**src/dbf_pkg.sv**
```systemverilog
// ----------------------------------------------------------------------------
// dbf_pkg: shared types and constants of the detection box filter
// Holds the register map, field widths and the structs that travel between
// the configuration block, the evaluation logic and the top level.
// ----------------------------------------------------------------------------
package dbf_pkg;

   // Proposal budget per frame and the width of the counter that tracks it.
   localparam int MAX_PROPOSALS = 128;
   localparam int PROP_IDX_W    = $clog2(MAX_PROPOSALS + 1);

   // Number of classes that the class mask covers.
   localparam int NUM_CLASSES = 21;
   localparam int CLASS_W     = 5;

   // Field widths.
   localparam int COORD_W = 18;
   localparam int SIZE_W  = 13;
   localparam int PIX_W   = SIZE_W + 1;
   localparam int CONF_W  = 16;
   localparam int LABEL_W = 8;
   localparam int ID_W    = 7;

   // Configuration port.
   localparam int CSR_IDX_W  = 3;
   localparam int CSR_DATA_W = 21;

   localparam logic [CSR_IDX_W-1:0] CSR_FRAME_WIDTH  = 3'd0;
   localparam logic [CSR_IDX_W-1:0] CSR_FRAME_HEIGHT = 3'd1;
   localparam logic [CSR_IDX_W-1:0] CSR_CONF_THRESH  = 3'd2;
   localparam logic [CSR_IDX_W-1:0] CSR_CLASS_MASK   = 3'd3;
   localparam logic [CSR_IDX_W-1:0] CSR_TOP_CUT      = 3'd4;
   localparam logic [CSR_IDX_W-1:0] CSR_BOTTOM_MARGIN = 3'd5;

   // Register reset values.
   localparam logic [SIZE_W-1:0]      RST_FRAME_WIDTH   = 13'd1920;
   localparam logic [SIZE_W-1:0]      RST_FRAME_HEIGHT  = 13'd1080;
   localparam logic [CONF_W-1:0]      RST_CONF_THRESH   = 16'd13107;
   localparam logic [NUM_CLASSES-1:0] RST_CLASS_MASK    = 21'd32960;
   localparam logic [SIZE_W-1:0]      RST_TOP_CUT       = 13'd108;
   localparam logic [SIZE_W-1:0]      RST_BOTTOM_MARGIN = 13'd10;

   typedef struct packed {
      logic [SIZE_W-1:0]      frame_width;
      logic [SIZE_W-1:0]      frame_height;
      logic [CONF_W-1:0]      confidence_threshold;
      logic [NUM_CLASSES-1:0] tracked_class_mask;
      logic [SIZE_W-1:0]      top_cut_rows;
      logic [SIZE_W-1:0]      bottom_margin_rows;
   } dbf_cfg_type;

   typedef struct packed {
      logic                      frame_start;
      logic                      end_marker;
      logic [LABEL_W-1:0]        class_label;
      logic [CONF_W-1:0]         confidence;
      logic signed [COORD_W-1:0] left_norm;
      logic signed [COORD_W-1:0] top_norm;
      logic signed [COORD_W-1:0] right_norm;
      logic signed [COORD_W-1:0] bottom_norm;
   } dbf_item_type;

   typedef struct packed {
      logic [ID_W-1:0]    object_id;
      logic [CLASS_W-1:0] class_index;
      logic [CONF_W-1:0]  object_confidence;
      logic [SIZE_W-1:0]  rect_x;
      logic [SIZE_W-1:0]  rect_y;
      logic [SIZE_W-1:0]  rect_width;
      logic [SIZE_W-1:0]  rect_height;
   } dbf_result_type;

   typedef struct packed {
      logic [ID_W-1:0]       accepted_count;
      logic                  list_ended;
      logic [PROP_IDX_W-1:0] proposal_index;
   } dbf_state_type;

endpackage

```
**src/dbf_if.sv**
```systemverilog
// ----------------------------------------------------------------------------
// dbf_req_if / dbf_rsp_if: proposal and result channels
// Valid/ready channels; a transfer happens on a clock edge with both high.
// ----------------------------------------------------------------------------
interface dbf_req_if;
   logic              valid;
   logic              ready;
   logic              frame_start;
   logic              end_marker;
   logic [7:0]        class_label;
   logic [15:0]       confidence;
   logic signed [17:0] left_norm;
   logic signed [17:0] top_norm;
   logic signed [17:0] right_norm;
   logic signed [17:0] bottom_norm;

   modport source (
      output valid, frame_start, end_marker, class_label, confidence,
             left_norm, top_norm, right_norm, bottom_norm,
      input  ready
   );
   modport sink (
      input  valid, frame_start, end_marker, class_label, confidence,
             left_norm, top_norm, right_norm, bottom_norm,
      output ready
   );
endinterface

interface dbf_rsp_if;
   logic        valid;
   logic        ready;
   logic [6:0]  object_id;
   logic [4:0]  class_index;
   logic [15:0] object_confidence;
   logic [12:0] rect_x;
   logic [12:0] rect_y;
   logic [12:0] rect_width;
   logic [12:0] rect_height;

   modport source (
      output valid, object_id, class_index, object_confidence,
             rect_x, rect_y, rect_width, rect_height,
      input  ready
   );
   modport sink (
      input  valid, object_id, class_index, object_confidence,
             rect_x, rect_y, rect_width, rect_height,
      output ready
   );
endinterface

```
**src/detection_box_filter.sv**
```systemverilog
// ----------------------------------------------------------------------------
// detection_box_filter: detector proposal filter
// Turns a stream of normalized detector proposals into pixel rectangles of
// the objects that pass the confidence, class and position filters.
// ----------------------------------------------------------------------------
// Usage:
//   req_chan carries one proposal per transfer; rsp_chan carries one result
//   per kept proposal, and dropped proposals give no transfer at all.
//   The csr_ port writes the six configuration registers; write them only
//   while no proposal is in flight.
// Path: a transferred proposal is registered in the input register, is
//   evaluated from there and its result, if kept, is registered in the
//   output register, from which rsp_chan offers it.
// Throughput: one proposal per cycle; the input register and the output
//   register both keep moving while rsp_chan.ready is high.
// Stall: when the receiver holds rsp_chan.ready low with a result waiting,
//   the input register still takes one more proposal if it is empty, then
//   req_chan.ready drops until the output register is freed.
// Reset: synchronous; clears both pipeline stages, the object counter, the
//   ended flag and the proposal count, and loads the register defaults.
// ----------------------------------------------------------------------------
module detection_box_filter (
   input  logic                           clock,
   input  logic                           reset,
   dbf_req_if.sink                        req_chan,
   dbf_rsp_if.source                      rsp_chan,
   input  logic                           csr_we,
   input  logic [dbf_pkg::CSR_IDX_W-1:0]  csr_index,
   input  logic [dbf_pkg::CSR_DATA_W-1:0] csr_wdata
);
   import dbf_pkg::*;

   dbf_cfg_type    cfg;
   dbf_item_type   req_item;
   dbf_item_type   s1_item_ff;
   logic           s1_valid_ff, s1_valid_in;
   dbf_state_type  state_ff, state_next;
   logic           rsp_valid_ff, rsp_valid_in;
   dbf_result_type rsp_data_ff, eval_result;
   logic           keep;
   logic           advance;
   logic           req_xfer;

   dbf_csr u_csr (
      .clock    (clock),
      .reset    (reset),
      .csr_we   (csr_we),
      .csr_index(csr_index),
      .csr_wdata(csr_wdata),
      .cfg      (cfg)
   );

   // Gather the proposal fields.
   always_comb begin
      req_item.frame_start = req_chan.frame_start;
      req_item.end_marker  = req_chan.end_marker;
      req_item.class_label = req_chan.class_label;
      req_item.confidence  = req_chan.confidence;
      req_item.left_norm   = req_chan.left_norm;
      req_item.top_norm    = req_chan.top_norm;
      req_item.right_norm  = req_chan.right_norm;
      req_item.bottom_norm = req_chan.bottom_norm;
   end

   // The registered proposal moves on whenever the output register is free.
   assign advance        = s1_valid_ff && (!rsp_valid_ff || rsp_chan.ready);
   assign req_chan.ready = !s1_valid_ff || advance;
   assign req_xfer       = req_chan.valid && req_chan.ready;

   dbf_eval u_eval (
      .item      (s1_item_ff),
      .cfg       (cfg),
      .state     (state_ff),
      .keep      (keep),
      .result    (eval_result),
      .state_next(state_next)
   );

   // Valid flags of the two stages.
   always_comb begin
      s1_valid_in = s1_valid_ff;
      if (req_xfer) begin
         s1_valid_in = 1'b1;
      end else if (advance) begin
         s1_valid_in = 1'b0;
      end

      rsp_valid_in = rsp_valid_ff;
      if (advance) begin
         rsp_valid_in = keep;
      end else if (rsp_chan.ready) begin
         rsp_valid_in = 1'b0;
      end
   end

   // Control state.
   always_ff @(posedge clock) begin
      if (reset) begin
         s1_valid_ff  <= 1'b0;
         rsp_valid_ff <= 1'b0;
         state_ff     <= '0;
      end else begin
         s1_valid_ff  <= s1_valid_in;
         rsp_valid_ff <= rsp_valid_in;
         if (advance) begin
            state_ff <= state_next;
         end
      end
   end

   // Payload registers.
   always_ff @(posedge clock) begin
      if (req_xfer) begin
         s1_item_ff <= req_item;
      end
      if (advance && keep) begin
         rsp_data_ff <= eval_result;
      end
   end

   // Result channel.
   assign rsp_chan.valid             = rsp_valid_ff;
   assign rsp_chan.object_id         = rsp_data_ff.object_id;
   assign rsp_chan.class_index       = rsp_data_ff.class_index;
   assign rsp_chan.object_confidence = rsp_data_ff.object_confidence;
   assign rsp_chan.rect_x            = rsp_data_ff.rect_x;
   assign rsp_chan.rect_y            = rsp_data_ff.rect_y;
   assign rsp_chan.rect_width        = rsp_data_ff.rect_width;
   assign rsp_chan.rect_height       = rsp_data_ff.rect_height;

endmodule

```
**src/dbf_csr.sv**
```systemverilog
// ----------------------------------------------------------------------------
// dbf_csr: configuration registers
// Write-only register file; each write updates the selected register.
// ----------------------------------------------------------------------------
module dbf_csr (
   input  logic                          clock,
   input  logic                          reset,
   input  logic                          csr_we,
   input  logic [dbf_pkg::CSR_IDX_W-1:0]  csr_index,
   input  logic [dbf_pkg::CSR_DATA_W-1:0] csr_wdata,
   output dbf_pkg::dbf_cfg_type          cfg
);
   import dbf_pkg::*;

   dbf_cfg_type cfg_ff;
   dbf_cfg_type cfg_in;

   // Select the register that a write targets; unknown indexes are ignored.
   always_comb begin
      cfg_in = cfg_ff;
      if (csr_we) begin
         case (csr_index)
            CSR_FRAME_WIDTH:   cfg_in.frame_width          = csr_wdata[SIZE_W-1:0];
            CSR_FRAME_HEIGHT:  cfg_in.frame_height         = csr_wdata[SIZE_W-1:0];
            CSR_CONF_THRESH:   cfg_in.confidence_threshold = csr_wdata[CONF_W-1:0];
            CSR_CLASS_MASK:    cfg_in.tracked_class_mask   = csr_wdata[NUM_CLASSES-1:0];
            CSR_TOP_CUT:       cfg_in.top_cut_rows         = csr_wdata[SIZE_W-1:0];
            CSR_BOTTOM_MARGIN: cfg_in.bottom_margin_rows   = csr_wdata[SIZE_W-1:0];
            default: begin
            end
         endcase
      end
   end

   always_ff @(posedge clock) begin
      if (reset) begin
         cfg_ff.frame_width          <= RST_FRAME_WIDTH;
         cfg_ff.frame_height         <= RST_FRAME_HEIGHT;
         cfg_ff.confidence_threshold <= RST_CONF_THRESH;
         cfg_ff.tracked_class_mask   <= RST_CLASS_MASK;
         cfg_ff.top_cut_rows         <= RST_TOP_CUT;
         cfg_ff.bottom_margin_rows   <= RST_BOTTOM_MARGIN;
      end else begin
         cfg_ff <= cfg_in;
      end
   end

   assign cfg = cfg_ff;

endmodule

```
**src/dbf_scale.sv**
```systemverilog
// ----------------------------------------------------------------------------
// dbf_scale: coordinate scaling and clamping
// Multiplies a Q2.16 coordinate by a pixel size, truncates toward zero and
// clamps into the range zero to size minus one.
// ----------------------------------------------------------------------------
module dbf_scale (
   input  logic signed [dbf_pkg::COORD_W-1:0] coord,
   input  logic        [dbf_pkg::SIZE_W-1:0]  size,
   output logic signed [dbf_pkg::PIX_W-1:0]   pix
);
   import dbf_pkg::*;

   localparam int PROD_W = COORD_W + PIX_W;

   logic signed [PIX_W-1:0]  size_s;
   logic signed [PROD_W-1:0] prod;
   logic        [PIX_W-1:0]  whole;

   assign size_s = $signed({1'b0, size});
   assign prod   = PROD_W'(coord) * PROD_W'(size_s);

   // A negative product truncates to zero or less, which clamps to zero.
   assign whole = prod[PROD_W-1] ? '0 : prod[PIX_W+15:16];

   // Values at or past the size clamp to the last pixel; a zero size gives -1.
   assign pix = (whole >= PIX_W'({1'b0, size})) ? (size_s - PIX_W'(1))
                                                 : $signed(whole);

endmodule

```
**src/dbf_eval.sv**
```systemverilog
// ----------------------------------------------------------------------------
// dbf_eval: proposal evaluation
// Decides whether a proposal is consumed and kept, forms its pixel rectangle
// and computes the frame state that follows it.
// ----------------------------------------------------------------------------
module dbf_eval (
   input  dbf_pkg::dbf_item_type   item,
   input  dbf_pkg::dbf_cfg_type    cfg,
   input  dbf_pkg::dbf_state_type  state,
   output logic                    keep,
   output dbf_pkg::dbf_result_type result,
   output dbf_pkg::dbf_state_type  state_next
);
   import dbf_pkg::*;

   dbf_state_type        eff;
   logic                 consumed;
   logic                 class_ok;
   logic                 box_ok;
   logic signed [PIX_W-1:0] xmin, ymin, xmax, ymax;
   logic signed [PIX_W:0]   bottom_limit;
   logic [PIX_W-1:0]        width_full, height_full;

   // A frame start clears the frame state before this proposal is looked at.
   assign eff = item.frame_start ? '0 : state;

   assign consumed = !eff.list_ended &&
                     (eff.proposal_index < PROP_IDX_W'(MAX_PROPOSALS));

   // Scale all four corners in parallel.
   dbf_scale u_left   (.coord(item.left_norm),   .size(cfg.frame_width),  .pix(xmin));
   dbf_scale u_top    (.coord(item.top_norm),    .size(cfg.frame_height), .pix(ymin));
   dbf_scale u_right  (.coord(item.right_norm),  .size(cfg.frame_width),  .pix(xmax));
   dbf_scale u_bottom (.coord(item.bottom_norm), .size(cfg.frame_height), .pix(ymax));

   // Class must be known and enabled in the mask.
   assign class_ok = (item.class_label < LABEL_W'(NUM_CLASSES)) &&
                     cfg.tracked_class_mask[item.class_label[CLASS_W-1:0]];

   // Box must be non-degenerate and lie between the top cut and bottom margin.
   assign bottom_limit = $signed({2'b00, cfg.frame_height}) -
                         $signed({2'b00, cfg.bottom_margin_rows});

   assign box_ok = (xmin < xmax) && (ymin < ymax) &&
                   (ymin >= $signed({1'b0, cfg.top_cut_rows})) &&
                   ($signed({ymax[PIX_W-1], ymax}) < bottom_limit);

   assign keep = consumed && !item.end_marker &&
                 (item.confidence >= cfg.confidence_threshold) &&
                 class_ok && box_ok;

   // Rectangle of a kept proposal.
   assign width_full  = PIX_W'(xmax - xmin + PIX_W'(1));
   assign height_full = PIX_W'(ymax - ymin + PIX_W'(1));

   always_comb begin
      result.object_id         = eff.accepted_count;
      result.class_index       = item.class_label[CLASS_W-1:0];
      result.object_confidence = item.confidence;
      result.rect_x            = xmin[SIZE_W-1:0];
      result.rect_y            = ymin[SIZE_W-1:0];
      result.rect_width        = width_full[SIZE_W-1:0];
      result.rect_height       = height_full[SIZE_W-1:0];
   end

   // Frame state after this proposal.
   always_comb begin
      state_next = eff;
      if (consumed) begin
         state_next.proposal_index = eff.proposal_index + PROP_IDX_W'(1);
         if (item.end_marker) begin
            state_next.list_ended = 1'b1;
         end
      end
      if (keep) begin
         state_next.accepted_count = eff.accepted_count + ID_W'(1);
      end
   end

endmodule

```
**src/flat_wrapper.sv**
```systemverilog
// flat-port wrapper written by rule: the top's interface ports become plain ports
module detection_box_filter_flat import dbf_pkg::*;
  (clock, reset, csr_we, csr_index, csr_wdata, req_chan_valid, req_chan_frame_start, req_chan_end_marker, req_chan_class_label, req_chan_confidence, req_chan_left_norm, req_chan_top_norm, req_chan_right_norm, req_chan_bottom_norm, req_chan_ready, rsp_chan_valid, rsp_chan_object_id, rsp_chan_class_index, rsp_chan_object_confidence, rsp_chan_rect_x, rsp_chan_rect_y, rsp_chan_rect_width, rsp_chan_rect_height, rsp_chan_ready);
  dbf_req_if req_chan_i ();
  dbf_rsp_if rsp_chan_i ();
  input  logic clock;
  input  logic reset;
  input  logic csr_we;
  input  logic [dbf_pkg::CSR_IDX_W-1:0] csr_index;
  input  logic [dbf_pkg::CSR_DATA_W-1:0] csr_wdata;
  input wire logic [$bits(req_chan_i.valid)-1:0] req_chan_valid;
  input wire logic [$bits(req_chan_i.frame_start)-1:0] req_chan_frame_start;
  input wire logic [$bits(req_chan_i.end_marker)-1:0] req_chan_end_marker;
  input wire logic [$bits(req_chan_i.class_label)-1:0] req_chan_class_label;
  input wire logic [$bits(req_chan_i.confidence)-1:0] req_chan_confidence;
  input wire logic [$bits(req_chan_i.left_norm)-1:0] req_chan_left_norm;
  input wire logic [$bits(req_chan_i.top_norm)-1:0] req_chan_top_norm;
  input wire logic [$bits(req_chan_i.right_norm)-1:0] req_chan_right_norm;
  input wire logic [$bits(req_chan_i.bottom_norm)-1:0] req_chan_bottom_norm;
  output wire logic [$bits(req_chan_i.ready)-1:0] req_chan_ready;
  output wire logic [$bits(rsp_chan_i.valid)-1:0] rsp_chan_valid;
  output wire logic [$bits(rsp_chan_i.object_id)-1:0] rsp_chan_object_id;
  output wire logic [$bits(rsp_chan_i.class_index)-1:0] rsp_chan_class_index;
  output wire logic [$bits(rsp_chan_i.object_confidence)-1:0] rsp_chan_object_confidence;
  output wire logic [$bits(rsp_chan_i.rect_x)-1:0] rsp_chan_rect_x;
  output wire logic [$bits(rsp_chan_i.rect_y)-1:0] rsp_chan_rect_y;
  output wire logic [$bits(rsp_chan_i.rect_width)-1:0] rsp_chan_rect_width;
  output wire logic [$bits(rsp_chan_i.rect_height)-1:0] rsp_chan_rect_height;
  input wire logic [$bits(rsp_chan_i.ready)-1:0] rsp_chan_ready;
  assign req_chan_i.valid = req_chan_valid;
  assign req_chan_i.frame_start = req_chan_frame_start;
  assign req_chan_i.end_marker = req_chan_end_marker;
  assign req_chan_i.class_label = req_chan_class_label;
  assign req_chan_i.confidence = req_chan_confidence;
  assign req_chan_i.left_norm = req_chan_left_norm;
  assign req_chan_i.top_norm = req_chan_top_norm;
  assign req_chan_i.right_norm = req_chan_right_norm;
  assign req_chan_i.bottom_norm = req_chan_bottom_norm;
  assign req_chan_ready = req_chan_i.ready;
  assign rsp_chan_valid = rsp_chan_i.valid;
  assign rsp_chan_object_id = rsp_chan_i.object_id;
  assign rsp_chan_class_index = rsp_chan_i.class_index;
  assign rsp_chan_object_confidence = rsp_chan_i.object_confidence;
  assign rsp_chan_rect_x = rsp_chan_i.rect_x;
  assign rsp_chan_rect_y = rsp_chan_i.rect_y;
  assign rsp_chan_rect_width = rsp_chan_i.rect_width;
  assign rsp_chan_rect_height = rsp_chan_i.rect_height;
  assign rsp_chan_i.ready = rsp_chan_ready;
  detection_box_filter u_core (.clock(clock), .reset(reset), .req_chan(req_chan_i), .rsp_chan(rsp_chan_i), .csr_we(csr_we), .csr_index(csr_index), .csr_wdata(csr_wdata));
endmodule
```
**config.mk**
```make
export PLATFORM = sky130hd
export DESIGN_NAME = detection_box_filter_flat
export DESIGN_NICKNAME = d
export VERILOG_FILES = /design/src/dbf_pkg.sv /design/src/dbf_if.sv /design/src/detection_box_filter.sv /design/src/dbf_csr.sv /design/src/dbf_scale.sv /design/src/dbf_eval.sv /design/src/flat_wrapper.sv
export SDC_FILE = /design/constraint.sdc
export NUM_CORES = 2
export LEC_CHECK = 0
export BUFFER_PORTS_ARGS = -buffer_cell sky130_fd_sc_hd__buf_2
export CAP_MARGIN = 20
export CORE_UTILIZATION = 25
export CTS_BUF_LIST = sky130_fd_sc_hd__clkbuf_4 sky130_fd_sc_hd__clkbuf_8
export DETAILED_ROUTE_END_ITERATION = 16
export GPL_TIMING_DRIVEN = 0
export HOLD_SLACK_MARGIN = 0.08
export PLACE_DENSITY = 0.4
export SETUP_SLACK_MARGIN = 0.15
export SYNTH_ARGS = -nofsm -noshare
export SYNTH_HDL_FRONTEND = slang
export SYNTH_SLANG_ARGS = --single-unit
```
**constraint.sdc**
```tcl
create_clock -name clock -period 21.9 [get_ports clock]
set_clock_uncertainty 0.2 [all_clocks]
set_input_delay 3.285 -clock clock [delete_from_list [all_inputs] [get_ports clock]]
set_output_delay 3.285 -clock clock [all_outputs]
set_load 0.01 [all_outputs]
```
======== After elaboration in Yosys (flattened, before gate mapping) ========
Index checks and enable logic that the tools add are counted.
operators by class
  $add $sub $neg .......................... 9
  multipliers ............................. 4
  order comparisons ....................... 12
  equal/unequal tests ..................... 5
  mux-type cells .......................... 18
  reduce and logical (&&, ||, !) cells .... 27
operators with widths
  operator                                                     count
  multiplier 18 x 14 -> 32 bit                                 4
  2-to-1 mux 14 bit                                            8
  >= comparator 14 x 13 -> 1 bit                               4
  less-than comparator 14 bit                                  3
  subtractor 13 x 1 -> 14 bit (second input constant)          2
  adder 13 x 2 -> 13 bit (second input constant)               2
  subtractor 13 bit                                            2
  >= comparator 16 bit                                         1
  2-to-1 mux 16 bit                                            1
  >= comparator 14 bit                                         1
  subtractor 13 x 13 -> 14 bit                                 1
  logical AND 1 bit                                            12
  AND reduction 2 bit                                          6
  2-to-1 mux 9 bit                                             1
  adder 8 x 1 -> 8 bit (second input constant)                 1
  less-than comparator 8 x 5 -> 1 bit (second input constant)  1
  less-than comparator 8 bit (second input constant)           1
  adder 7 x 1 -> 7 bit (second input constant)                 1
  2-to-1 mux 7 bit                                             1
  equality test 3 x 2 -> 1 bit (second input constant)         2
  equality test 3 bit (second input constant)                  2
  less-than comparator 5 x 6 -> 1 bit (second input constant)  1
  2-to-1 mux 1 bit                                             6
  binary-select mux 1 bit (select 5 bit)                       1
  other kinds (5)                                              10
word-level totals
  flip-flop bits (word level) ............. 285
  bits of input ports ..................... 127
  output and inout bits ................... 82
  word-level logic and storage cells ...... 101

======== Depth between registers and ports, before layout ========
  depth in word-level cells ............... 10
  depth in mapped cells ................... 55
  gate-level depth less buffers ........... 52

======== Modules after synthesis ========
A second synthesis with hierarchy kept.
second synthesis, totals
  cell total of the unflattened synthesis .. 5,523
  area, all modules ....................... 52,072.4 um2
modules (own cells, without submodules)
  module                              times used  cells an instance  area each (um2)  sequential area each (um2)
  dbf_scale (u_core.u_eval.u_bottom)  1           1,083              9,497.9          0.0
  dbf_scale (u_core.u_eval.u_right)   1           1,087              9,475.3          0.0
  dbf_scale (u_core.u_eval.u_top)     1           1,081              9,475.3          0.0
  dbf_scale (u_core.u_eval.u_left)    1           1,075              9,401.5          0.0
  detection_box_filter                1           259                6,165.9          5,705.5
  dbf_eval                            1           602                4,508.1          0.0
  dbf_csr                             1           336                3,548.4          1,781.7

======== Least setup slack after synthesis ========
No wires, ideal clock.
  path kind ............................... reg-to-reg
  start point ............................. reg u_core.u_csr.cfg_ff (netlist bit u_core.u_csr.cfg[65])
  end point ............................... reg u_core.rsp_data_ff (netlist bit u_core.rsp_chan.class_index[0]) (enable)
  library setup time ...................... 519 ps
  arrival time ............................ 14,862 ps
  required time ........................... 21,181 ps
  slack ................................... 6,319 ps
  cell stages (with the launch flop) ...... 50
  path buffers ............................ 5
  clock period less this slack ............ 15,581 ps
  path through ............................ dfxtp_1 -> clkbuf_1 -> clkbuf_1 -> nand2_1 -> fa_1 -> fa_1 -> inv_1 -> fa_1 -> fa_1 -> fa_1 -> inv_1 -> fa_1 -> inv_1 -> ha_1 -> o21a_1 -> o21ai_0 -> nor3_1 -> a211oi_1 -> [... 14 more ...] -> clkbuf_1 -> nor2_1 -> nor2_1 -> inv_1 -> ha_1 -> nor2b_1 -> o21a_1 -> o21a_1 -> o21ai_0 -> nand2b_1 -> a21oi_1 -> o21ai_0 -> a31oi_1 -> o221ai_1 -> a2111oi_0 -> clkbuf_1 -> o21ai_0 -> nor2_1
RTL lines
  what                    RTL line                     RTL
  start, declared         dbf_csr.sv:15                dbf_cfg_type cfg_ff;
  start signal, assigned  dbf_csr.sv:44                cfg_ff <= cfg_in;
  end signal, assigned    detection_box_filter.sv:117  rsp_data_ff <= eval_result;
  end, declared           detection_box_filter.sv:39   dbf_result_type rsp_data_ff, eval_result;

==> flow_summary.json <==
{
  "status": "complete, no violations",
  "drtIter0Drc": 2041,
  "synthAdderAreaFrac_pct": 48.67,
  "drv_cap": 0,
  "postCtsHoldBufs": 0,
  "synth-async-reset-ratio_pct": 0,
  "r2r_slack_ns": 4.45,
  "synth_compound_area_share_pct": 6.670,
  "vias": 35840,
  "port_buffers": 207,
  "crit_buf_inv": 12,
  "drtAntennaViolNets": 0,
  "timing.hold.ws_ns": 0.2549,
  "worstHoldEndpoint": "u_core.u_csr.cfg[40]",
  "hold_start": "u_core.u_csr.cfg[40]",
  "grt_usage_pct": 16.65,
  "wl_per_cell_um": 19.38,
  "finalHoldViolCount": 0,
  "max_clock_freq_mhz": 57.29,
  "crit_path_max_fanout": 22,
  "drv_slew": 0,
  "die_w_um": 445.8,
  "r2r_cells": 51,
  "period_share_pct": 79.70,
  "setup_viol": 0,
  "slew_headroom_pct": 24.53,
  "multiInputGateArea_mm2": 0.03627,
  "viasPerCell": 4.328,
  "syn_area_mm2": 0.04924,
  "seq_area_mm2": 0.007487,
  "grt_overflow": 0,
  "synth_top_area_share_pct": 36.43,
  "syn_to_final_growth_pct": 12.02,
  "fill_cells": 21050,
  "arrival_ns": 17.72,
  "first_pass_iters": 5,
  "start_kind": "register",
  "endpoint_kind": "register",
  "crit_slowest_cell": "fa_1",
  "yosysMostFrequentCell": "inv_1",
  "max_stage_delay_ns": 0.94,
  "clkTransAtPathRegs_ns": 0.06,
  "std_cell_rows": 162,
  "ys_top_cells_by_count": "1245 x inv_1, 896 x fa_1, 735 x nand2_1",
  "synth_edf_count": 178,
  "initial_core_util_pct": 25.23,
  "grt_pass1_vias": 39230,
  "place_hpwl_um": 131900,
  "ys_seq_area_share_pct": 15.20,
  "nets": 7102,
  "grt_max_degree": 38,
  "cts_resized": 0,
  "tightest_slew_ns": 1.120,
  "synth.top_cells.by_area": "fa_1 36%, ha_1 12%, edfxtp_1 11%",
  "io_pins": 209,
  "synth.ff_latch_count": 285,
  "drive_gt1_share_pct": 6.658,
  "h-tree-depth": 2,
  "synth-xor-area-share_pct": 2.569,
  "synth_top_family_by_area": "adder cells",
  "cpLargestDelayFamily": "compound AO/OA/AOI/OAI gates",
  "cts_root_buf": "clkbuf_8",
  "synth_mux_area_share_pct": 0.8817,
  "grt_pass1_wl_um": 246300,
  "holdPathStages": 2,
  "worstSkewPairLatency_ns": 0.83,
  "finalWorstPathRequiredPeriod_ns": 17.45,
  "die_y_um": 445.8,
  "post_cts_buffers": 0,
  "core_area_mm2": 0.1952,
  "wl_um": 160500,
  "hold_path.class": "register to register",
  "crit_type": "register to register",
  "place.gp.congestion": 0.8315,
  "die-area_mm2": 0.1987,
  "synth_cells": 5316,
  "syn_nets": 6821,
  "critPathRequiredTime_ns": 22.17,
  "yosys_warnings": 0,
  "drc": 0,
  "cts_tree": "built",
  "cts.sinks": 285,
  "clockBufferDepth": 3,
  "worstSetupStartpoint": "u_core.u_csr.cfg[64]",
  "synth_area_per_cell_um2": 9.263,
  "antenna_found_initial": 21,
  "yosys.area.top_type": "fa_1",
  "cts_inserted_buffers": 59,
  "synth_ff_type": "edfxtp_1",
  "rr_startpoint": "u_core.u_csr.cfg[64]",
  "synth_simple_gate_area_share_pct": 14.83,
  "rsz0062_at_grt": "false",
  "r2r_end": "u_core.rsp_chan.rect_height[6]",
  "ys_types": 79
}
## per-layer routing
layer | vias up | wire [µm] | GRT usage [%]
met5 | - | 77 | 0
met4 | 10 | 5210 | 5.384
met3 | 188 | 7993 | 2.663
met2 | 727 | 75200 | 27.48
met1 | 18150 | 72000 | 22.11
li1 | 16760 | - | -
## cells in the final DEF, fill, tap and decap left out, types with 27 or more instances in the layout
master / instances
inv_1: 1245
fa_1: 896
nand2_1: 735
ha_1: 482
and2_1: 448
clkbuf_1: 216
buf_2: 209
a21oi_1: 186
edfxtp_1: 178
nor2_1: 116
dfxtp_1: 107
xnor2_1: 106
clkbuf_8: 68
o21ai_0: 63
a21o_1: 57
xor2_1: 34
o21bai_1: 32
nand3_1: 31
o21a_1: 30
nor2b_1: 29
nor3_1: 27
## per-stage QoR
stage / utilization (%) / setup TNS [ns] / instance area [µm²] / std cells / worst slack [ns]
finish: 28.26 / 0 / 55160 / 8280 / 4.446
global route: 28.25 / 0 / 55140 / 8274 / 3.231
CTS: 28.23 / 0 / 55110 / 8268 / 4.354
detailed placement: 27.54 / 0 / 53760 / 8157 / 4.501
global placement: 27.44 / -138.33 / 53560 / 8147 / -1.750
floorplan: - / 0 / 49240 / 5316 / 6.319
## cells by family (layout without fill, tap and decap cells)
kind of cell               after synthesis  count (layout)
and+or+nand+nor                       1506            1506
buffers and inverters                 1465            1796
adders and majority gates             1378            1378
AOI/OAI and AO/OA                      506             506
DFF                                    285             285
xor gates and xnor gates               142             142
muxes                                   34              34
other                                    0               9
## cell type report
| type | count | share of cell area (%) |
|---|---|---|
| antenna | 9 | 0.04083 |
| buffer | 220 | 1.502 |
| clock buffer | 94 | 2.051 |
| clock inverter | 17 | 0.3970 |
| inverter | 1245 | 8.472 |
| multi-input combinational | 3566 | 65.75 |
| sequential | 285 | 13.57 |
| tap | 2624 | 5.952 |
| timing repair buffer | 220 | 2.257 |
## worst max path at each step
stage	end	slack, ns	cells past startpoint
final	u_core.rsp_chan.rect_height[6]	4.45	51
after global routing	u_core.rsp_chan.rect_height[6]	3.23	51
after CTS	u_core.rsp_chan.rect_height[6]	4.35	51
after detailed placement	u_core.rsp_chan.rect_height[3]	4.50	51
after global placement	u_core.rsp_chan.rect_height[3]	-1.75	48
after floorplan	u_core.rsp_chan.class_index[0]	6.32	49
## worst min-delay path, cell delays in order (launching register included)
cell	delay (ns)
dfxtp_1	0.31
nand2_1	0.05
a21oi_1	0.05
## sequential cells by signal, indices dropped and copies added, names as in the netlist
signal                             flops
u_core.rsp_chan.rect_x                13
u_core.rsp_chan.object_confidence     16
u_core.rsp_chan.object_id              7
u_core.rsp_chan.rect_width            13
u_core.s1_valid_ff                     1
u_core.rsp_chan.class_index            5
u_core.s1_item_ff                     98
u_core.u_csr.cfg                      89
u_core.rsp_chan.rect_height           13
u_core.rsp_chan.rect_y                13
u_core.state_ff                       16
u_core.rsp_chan.valid                  1
Power is not shown: default switching activity piles up to over one toggle a cycle in this logic, so the estimate is an artifact.
